[src/hw/rtl/bdsl_pkg.sv]
// ----------------------------------------------------------------------------
// bdsl_pkg
// Shared types and constants for the button debounce / press detector.
// ----------------------------------------------------------------------------
`default_nettype none

package bdsl_pkg;

    // Configuration port widths
    localparam int unsigned CFG_INDEX_W = 2;
    localparam int unsigned CFG_DATA_W  = 16;

    // Register width of the length registers
    localparam int unsigned LEN_W = 16;

    // Stream payload widths (padded to whole bytes)
    localparam int unsigned IN_TDATA_W  = 8;
    localparam int unsigned OUT_TDATA_W = 8;

    // Register indexes
    typedef enum logic [CFG_INDEX_W-1:0] {
        REG_STABLE_LENGTH     = 2'd0,
        REG_LONG_PRESS_LENGTH = 2'd1,
        REG_HOLD_MODE         = 2'd2
    } t_reg_index;

    // Event codes
    typedef enum logic [1:0] {
        EV_NONE  = 2'd0,
        EV_PRESS = 2'd1,
        EV_SHORT = 2'd2,
        EV_LONG  = 2'd3
    } t_event;

endpackage

`default_nettype wire

[src/hw/rtl/button_debounce_short_long_press.sv]
// The result of an input transfer is registered and appears on the master side in the cycle after the transfer.
// Throughput: one sample per cycle while the master side takes each result; the output
// register frees up in the same cycle its result is taken, so a new sample is accepted alongside it.
// Reset (i_rst_n low, synchronous): config returns to stable length 1, long
// press length 0, edge mode; debounce state clears, armed flag set, no output.
// ----------------------------------------------------------------------------
// button_debounce_short_long_press
// Debounces one raw button sample per transfer and reports press-edge, short
// press and long press events together with the debounced level.
// ----------------------------------------------------------------------------
`default_nettype none

module button_debounce_short_long_press #(
    parameter int unsigned COUNT_WIDTH = 16
) (
    input  wire logic                                 i_clk,
    input  wire logic                                 i_rst_n,
    // configuration write channel
    input  wire logic                                 i_cfg_valid,
    output logic                                      o_cfg_ready,
    input  wire logic [bdsl_pkg::CFG_INDEX_W-1:0]     i_cfg_index,
    input  wire logic [bdsl_pkg::CFG_DATA_W-1:0]      i_cfg_data,
    // sample input
    input  wire logic                                 s_axis_tvalid,
    output logic                                      s_axis_tready,
    // tdata: [0] raw_level, [7:1] zero
    input  wire logic [bdsl_pkg::IN_TDATA_W-1:0]      s_axis_tdata,
    // result output
    output logic                                      m_axis_tvalid,
    input  wire logic                                 m_axis_tready,
    // tdata: [1:0] event_code, [2] debounced_level, [7:3] zero
    output logic [bdsl_pkg::OUT_TDATA_W-1:0]          m_axis_tdata
);

    // Compare width covers both the counters and the 16-bit registers
    localparam int unsigned EW = (COUNT_WIDTH > bdsl_pkg::LEN_W) ?
                                 COUNT_WIDTH : bdsl_pkg::LEN_W;
    localparam logic [EW-1:0] CntMax = EW'((64'd1 << COUNT_WIDTH) - 64'd1);

    // Configuration registers
    logic [bdsl_pkg::LEN_W-1:0] r_stable_length;
    logic [bdsl_pkg::LEN_W-1:0] r_long_press_length;
    logic                       r_hold_mode;

    // Debounce state
    logic                   r_prev_raw,  n_prev_raw;
    logic [COUNT_WIDTH-1:0] r_run,       n_run;
    logic                   r_level,     n_level;
    logic                   r_armed,     n_armed;
    logic [COUNT_WIDTH-1:0] r_hold,      n_hold;
    logic                   r_long_done, n_long_done;

    // Output register
    logic                   r_out_valid;
    logic [1:0]             r_out_event;
    logic                   r_out_level;
    bdsl_pkg::t_event       n_event;

    logic                   in_xfer;
    logic                   raw;
    logic [EW-1:0]          need_ext;
    logic [EW-1:0]          thr_ext;
    logic [COUNT_WIDTH-1:0] need;
    logic [COUNT_WIDTH-1:0] thresh;
    logic                   stable;

    assign o_cfg_ready   = 1'b1;
    assign s_axis_tready = !r_out_valid || m_axis_tready;
    assign in_xfer       = s_axis_tvalid && s_axis_tready;
    assign raw           = s_axis_tdata[0];

    assign m_axis_tvalid = r_out_valid;
    assign m_axis_tdata  = {{(bdsl_pkg::OUT_TDATA_W-3){1'b0}}, r_out_level, r_out_event};

    // Effective stable length and long-press threshold, clamped to counter range
    always_comb begin
        need_ext = EW'(r_stable_length);
        if (need_ext == '0) begin
            need_ext = EW'(1);
        end
        if (need_ext > CntMax) begin
            need_ext = CntMax;
        end
        thr_ext = EW'(r_long_press_length);
        if (need_ext > thr_ext) begin
            thr_ext = need_ext;
        end
        if (thr_ext > CntMax) begin
            thr_ext = CntMax;
        end
        need   = need_ext[COUNT_WIDTH-1:0];
        thresh = thr_ext[COUNT_WIDTH-1:0];
    end

    // Next state and event for the sample on the input
    always_comb begin
        n_prev_raw  = raw;
        n_level     = r_level;
        n_armed     = r_armed;
        n_hold      = r_hold;
        n_long_done = r_long_done;
        n_event     = bdsl_pkg::EV_NONE;

        // raw run tracking
        if (raw == r_prev_raw) begin
            n_run = (r_run < need) ? r_run + 1'b1 : r_run;
        end else begin
            n_run = COUNT_WIDTH'(1);
        end
        stable = (n_run >= need);

        if (stable) begin
            if (!r_hold_mode) begin
                // edge mode
                if (r_level != raw) begin
                    n_level = raw;
                    if (!raw) begin
                        n_armed = 1'b1;
                    end else if (r_armed) begin
                        n_armed = 1'b0;
                        n_event = bdsl_pkg::EV_PRESS;
                    end
                end
            end else if ((r_level != raw) && !raw) begin
                // hold mode, release accepted
                n_level     = 1'b0;
                n_hold      = '0;
                n_long_done = 1'b0;
                n_armed     = 1'b1;
                if (r_armed && !r_long_done) begin
                    n_event = bdsl_pkg::EV_SHORT;
                end
            end else begin
                // hold mode, press accepted or level unchanged
                if (r_level != raw) begin
                    n_level     = 1'b1;
                    n_hold      = n_run;
                    n_long_done = 1'b0;
                end else if (raw && (r_hold != CntMax[COUNT_WIDTH-1:0])) begin
                    n_hold = r_hold + 1'b1;
                end
                if (raw && r_armed && !n_long_done && (n_hold >= thresh)) begin
                    n_long_done = 1'b1;
                    n_armed     = 1'b0;
                    n_event     = bdsl_pkg::EV_LONG;
                end
            end
        end
    end

    // Configuration registers
    always_ff @(posedge i_clk) begin
        if (!i_rst_n) begin
            r_stable_length     <= bdsl_pkg::LEN_W'(1);
            r_long_press_length <= '0;
            r_hold_mode         <= 1'b0;
        end else if (i_cfg_valid && o_cfg_ready) begin
            case (i_cfg_index)
                bdsl_pkg::REG_STABLE_LENGTH:     r_stable_length     <= i_cfg_data;
                bdsl_pkg::REG_LONG_PRESS_LENGTH: r_long_press_length <= i_cfg_data;
                bdsl_pkg::REG_HOLD_MODE:         r_hold_mode         <= i_cfg_data[0];
                default: begin
                end
            endcase
        end
    end

    // Debounce state, updated on each input transfer
    always_ff @(posedge i_clk) begin
        if (!i_rst_n) begin
            r_prev_raw  <= 1'b0;
            r_run       <= '0;
            r_level     <= 1'b0;
            r_armed     <= 1'b1;
            r_hold      <= '0;
            r_long_done <= 1'b0;
        end else if (in_xfer) begin
            r_prev_raw  <= n_prev_raw;
            r_run       <= n_run;
            r_level     <= n_level;
            r_armed     <= n_armed;
            r_hold      <= n_hold;
            r_long_done <= n_long_done;
        end
    end

    // Output register
    always_ff @(posedge i_clk) begin
        if (!i_rst_n) begin
            r_out_valid <= 1'b0;
        end else if (in_xfer) begin
            r_out_valid <= 1'b1;
        end else if (m_axis_tready) begin
            r_out_valid <= 1'b0;
        end
    end

    always_ff @(posedge i_clk) begin
        if (in_xfer) begin
            r_out_event <= n_event;
            r_out_level <= n_level;
        end
    end

endmodule

`default_nettype wire
[config.mk]
export PLATFORM = sky130hd
export DESIGN_NAME = button_debounce_short_long_press
export DESIGN_NICKNAME = d
export VERILOG_FILES = /design/src/hw/rtl/bdsl_pkg.sv /design/src/hw/rtl/button_debounce_short_long_press.sv
export SDC_FILE = /design/constraint.sdc
export NUM_CORES = 1
export LEC_CHECK = 0
export BUFFER_PORTS_ARGS = -buffer_cell sky130_fd_sc_hd__buf_2
export CAP_MARGIN = 20
export CORE_MARGIN = 4
export CORE_UTILIZATION = 55
export CTS_CLUSTER_SIZE = 12
export DETAILED_ROUTE_END_ITERATION = 10
export GPL_ROUTABILITY_DRIVEN = 0
export PLACE_DENSITY = 0.75
export SLEW_MARGIN = 25
export SYNTH_ARGS = -nofsm -noshare
export SYNTH_HDL_FRONTEND = slang
export SYNTH_SLANG_ARGS = --single-unit
[constraint.sdc]
create_clock -name i_clk -period 5.7 [get_ports i_clk]
set_clock_uncertainty 0.1 [all_clocks]
set_input_delay 1.14 -clock i_clk [delete_from_list [all_inputs] [get_ports i_clk]]
set_output_delay 1.14 -clock i_clk [all_outputs]
set_load 0.02 [all_outputs]
Word-level counts from Yosys, hierarchy flattened:

Index checks and enable logic that the tools add are counted.

* output and inout bits: 11
* bits in registers: 73
* word-level logic and storage cells: 84
* input port bits: 31

* $add $sub $neg: 2
* mux-type cells: 37
* magnitude comparators: 6
* reductions and logical operators: 21
* equal/unequal tests: 6

Operators with widths (number)
* $mux 16: 12
* $add 16x1->16 const B: 2
* $ge 16x16->1: 2
* $gt 16x16->1 const B: 2
* $mux 1: 21
* $gt 16x16->1: 1
* $logic_not 16->1: 1
* $lt 16x16->1: 1
* $ne 16x16->1 const B: 1
* $mux 2: 4
* $logic_and 1x1->1: 7
* $reduce_and 2->1: 3
* $logic_not 1->1: 4
* $reduce_and 4->1: 1
* $reduce_bool 2->1: 2
* $ne 3x1->1 const B: 1
* $reduce_and 3->1: 1
* $eq 2x1->1 const B: 1
* $eq 2x2->1 const B: 1
* $logic_not 2->1: 1
* $eq 1x1->1: 1
* $logic_or 1x1->1: 1
* $ne 1x1->1: 1

Depth between registers and ports, before layout:

* depth in word-level cells: 16
* gate-level depth with buffers: 18
* depth with buffers taken out: 17

Worst setup path after synthesis:

No wires, ideal clock.

* path type: in2reg
* from: input s_axis_tdata[0] (netlist name)
* to: register r_hold[11]
* path buffers: 4
* data required time: 5.483 ns
* setup slack: 0.906 ns
* library setup time: 0.117 ns
* arrival: 4.577 ns
* stages on the path: 13
* cell sequence: clkbuf_1 xor2_1 clkbuf_1 clkbuf_1 nor2_1 ha_1 a2111o_1 a31oi_1 o21ai_0 a221oi_2 nor4_2 clkbuf_1 a22o_1

* elaborated cells on any way between the ends: 14
* those cells by class: 1 x order compare; 2 x eq/ne; 7 x mux; 4 x reduce/logical

RTL lines
* start, declared: line button_debounce_short_long_press.sv:27 `input wire logic [bdsl_pkg::IN_TDATA_W-1:0] s_axis_tdata,`
* $eq 1x1->1: line button_debounce_short_long_press.sv:105 `if (raw == r_prev_raw) begin`
* $mux 16: line button_debounce_short_long_press.sv:105
* net n_run[5]: line button_debounce_short_long_press.sv:47 `logic [COUNT_WIDTH-1:0] r_run, n_run;`
* $ge 16x16->1: line button_debounce_short_long_press.sv:110 `stable = (n_run >= need);`
* $reduce_and 3->1 (no line)
* end signal, assigned: line button_debounce_short_long_press.sv:182 `r_hold <= n_hold;`
* end, declared: line button_debounce_short_long_press.sv:50 `logic [COUNT_WIDTH-1:0] r_hold, n_hold;`

The timed path passes the listed nets, and every way through them passes these cells. The select of a mux whose other input is x is not followed.
A chain may end at the register's enable or synchronous reset.

Worst setup path after layout:

* from: register r_stable_length[1] (netlist name)
* to: register r_hold[0]

* longest elaborated chain between the ends: 12
* elaborated cells on any way between the ends: 14
* those cells by class: 3 x order compare; 9 x mux; 2 x reduce/logical

Ends and longest elaborated chain
* start, declared: line button_debounce_short_long_press.sv:41 `logic [bdsl_pkg::LEN_W-1:0] r_stable_length;`
* start signal, assigned: line button_debounce_short_long_press.sv:154 `r_stable_length <= bdsl_pkg::LEN_W'(1);`
* start signal, assigned: line button_debounce_short_long_press.sv:159 `bdsl_pkg::REG_STABLE_LENGTH: r_stable_length <= i_cfg_data;`
* $logic_not 16->1: line button_debounce_short_long_press.sv:78 `if (need_ext == '0) begin`
* $mux 16 (*): line button_debounce_short_long_press.sv:78
* $gt 16x16->1: line button_debounce_short_long_press.sv:81 `if (need_ext > CntMax) begin`
* $mux 16 (*): line button_debounce_short_long_press.sv:81
* branches (longest 8 deep; another with $lt 16x16->1)

Every way passes the cells marked *. The select of a mux whose other input is x is not followed.

==> flow_summary.json <==
{
  "ir_drop_mv": 0.162,
  "grt_max_degree": 43,
  "drt_iter0_drc": 438,
  "die_w_um": 110,
  "num_rows": 37,
  "final.fill_count": 927,
  "grt_pass1_wl_mm": 26.6,
  "dr.pass1.iters": 5,
  "p_seq_frac": 0.419,
  "syn-instance-count": 730,
  "path_class": "register to register",
  "switchingPower_uw": 411,
  "core_area_mm2": 0.0102,
  "port-buffer-count": 28,
  "yosys_warnings": 0,
  "hold_depth": 2,
  "cts.sinks": 73,
  "clockPowerShare": 0.354,
  "setup_slack_ns": 0.482,
  "max_freq_ghz": 0.192,
  "place_hpwl_mm": 12.3,
  "fin_cells": 876,
  "wl_per_cell_um": 18.4,
  "r2r_cells": 17,
  "nNetsFinal": 831,
  "postCtsSetupBuffers": 0,
  "start_util": 0.562,
  "async_flop_share": 0,
  "internal_power_uw": 885,
  "max-slew-margin-rel": 0.280,
  "path_clk_slew_ns": 0.08,
  "slew_viol_final": 0,
  "syn_area_per_cell_um2": 7.87,
  "place_ws_ns": 0.640,
  "arrival_ns": 5.41,
  "cts_buffers": 9,
  "finalSetupViolCount": 0,
  "gr-total-overflow": 0,
  "drv_cap": 0,
  "ant_nets": 0,
  "drc": 0,
  "yosysSeqAreaShare": 0.260,
  "diodes": 0,
  "vias": 5566,
  "cts_resized": 0,
  "power_density_mw_per_mm2": 211,
  "p_leak_uw": 0.00240,
  "grtUsageTotal": 0.277,
  "cts_max_level": 3,
  "hold_viol": 0,
  "rsz0062_at_grt": "no",
  "cts_max_path_buffers": 2,
  "die_h_um": 110,
  "status": "finished clean",
  "hold_buffers": 0,
  "synth_cell_type_count": 67,
  "grt_pass1_vias": 5373,
  "dp.cells": 860,
  "yosysMostFrequentCell": "nand2_1",
  "period_share": 0.915,
  "critPathMaxFanout": 11,
  "cts_tree": "built",
  "root_buffer": "clkbuf_8",
  "p_comb_frac": 0.226,
  "wirelength_mm": 16.1,
  "ys_top_cells_by_count": "nand2_1 (97), dfxtp_1 (70), ha_1 (65)",
  "period_minus_slack_ns": 5.22,
  "critPathCaptureType": "register",
  "cp-start-kind": "register",
  "yosys.area.top_type_share": 0.244,
  "synthFlopType": "dfxtp_1",
  "synth_edf_count": 3,
  "pin_count": 42,
  "clock_latency_ns": 0.35,
  "antenna_found_initial": 0,
  "drive_gt1_frac": 0.0973,
  "synth.ff_latch_count": 73,
  "area_growth_pct": 7.10,
  "die_area_mm2": 0.0121,
  "hold_class": "register to register",
  "tightest_slew_ns": 1.07,
  "synthesis.area_mm2": 0.00575,
  "ff2ff_setup_slack_ns": 0.48,
  "finalSetupTns_ns": 0,
  "vias_per_cell": 6.35,
  "synthTopCellsByArea": "dfxtp_1 (24%), ha_1 (14%), nand2_1 (6.3%)",
  "yosysTopAreaCell": "dfxtp_1",
  "required_ns": 5.89,
  "sw_frac_of_total": 0.317
}
final cells by class:
| cell class | instances | area, um2 | area share |
|---|---|---|---|
| Multi-Input combinational cell | 566 | 3880 | 0.631 |
| Sequential cell | 73 | 1490 | 0.242 |
| Timing Repair Buffer | 40 | 230 | 0.0374 |
| Tap cell | 136 | 170 | 0.0276 |
| Inverter | 45 | 169 | 0.0274 |
| Clock buffer | 11 | 131 | 0.0213 |
| Clock inverter | 5 | 81.3 | 0.0132 |
cell families after synthesis:
logic type               after synthesis  share of synthesized area
other                                  2                    0.00131
AO/OA/AOI/OAI                        176                      0.202
multiplexers                          20                     0.0355
buffers and inverters                 95                     0.0690
AND/OR/NAND/NOR                      268                      0.244
flip-flops                            73                      0.260
adder cells (fa/ha/maj)               65                      0.142
XOR/XNOR                              31                     0.0472
cell usage in the layout (no fill, tap or decap), types with 3 or more instances in the layout:
master     synthesis  layout
a211oi_1           8       8
a21o_1            12      12
a21oi_1           64      64
a22o_1            13      13
and2_1             3       3
and3_1             7       7
and4_1             6       6
buf_2              6      28
buf_4              7      12
clkbuf_8           0       9
conb_1             2       6
dfxtp_1           70      70
edfxtp_1           3       3
ha_1              65      65
inv_1             44      44
mux2_2             3       3
mux2i_1           17      17
nand2_1           97      97
nand2b_1           7       7
nand3_1           31      31
nand3b_1           4       4
nand4_1           24      24
nor2_1            43      43
nor3_1            12      12
nor4_1             4       4
nor4_4             5       5
nor4b_1            3       3
o2111ai_1          4       4
o211ai_1           9       9
o21ai_0           26      26
o22ai_1            3       3
o31ai_1           10      10
or3_1              7       7
or4_1              3       3
xnor2_1           19      19
xor2_1            12      11
final timing paths:
| path | start | to |
|---|---|---|
| worst max-delay path | r_stable_length[1] | r_hold[0] |
| worst max register to register | r_stable_length[1] | r_hold[0] |
| worst min-delay path | r_long_press_length[4] | r_long_press_length[4] |
| worst min register to register | r_long_press_length[4] | r_long_press_length[4] |
state kept, by name (all words and copies together) (netlist names):
signal               cells
m_axis_tvalid            1
r_armed                  1
r_hold                  16
r_hold_mode              1
r_level                  1
r_long_done              1
r_long_press_length     16
r_out_event              2
r_out_level              1
r_prev_raw               1
r_run                   16
r_stable_length         16
critical path: stages, from the launching register on:
cell and delay, ns:
dfxtp_1 0.49, inv_1 0.13, ha_1 0.31, a21oi_1 0.18, o21ai_0 0.14, a22oi_1 0.59, nand3_1 0.26, xnor2_1 0.52
nor2_1 0.09, ha_1 0.29, nand2b_1 0.09, a211oi_1 0.08, o21ai_0 0.30, a221oi_2 0.17, nor4_2 0.90, buf_4 0.30
o2111ai_1 0.11, nand3_1 0.10
power groups by stage:
stage / clock (uW) / combinational, uW / sequential (uW)
after detailed placement: 0 / 287 / 555
after CTS: 463 / 288 / 543
final: 459 / 293 / 543
after floorplan: 0 / 215 / 552
after global placement: 0 / 276 / 554
after global routing: 483 / 320 / 545
metrics by stage:
step           hold WS (ns)  area [um2]  total power, uW  utilization
6_report              0.388        6150             1300        0.602
5_1_grt               0.413        6150             1350        0.602
2_1_floorplan         0.349        5760              767            -
4_1_cts               0.388        6150             1290        0.602
3_3_place_gp          0.367        5940              830        0.581
3_5_place_dp          0.377        5940              842        0.581
per-layer routing:
metal | up-vias | global-route usage | wire length [um]
met5 | - | 0 | 0
met4 | 0 | 0.120 | 634
met3 | 54 | 0.0414 | 1340
met2 | 283 | 0.451 | 7450
met1 | 2588 | 0.366 | 6660
li1 | 2641 | - | -
No activity file was read; power rests on OpenSTA's default activity.
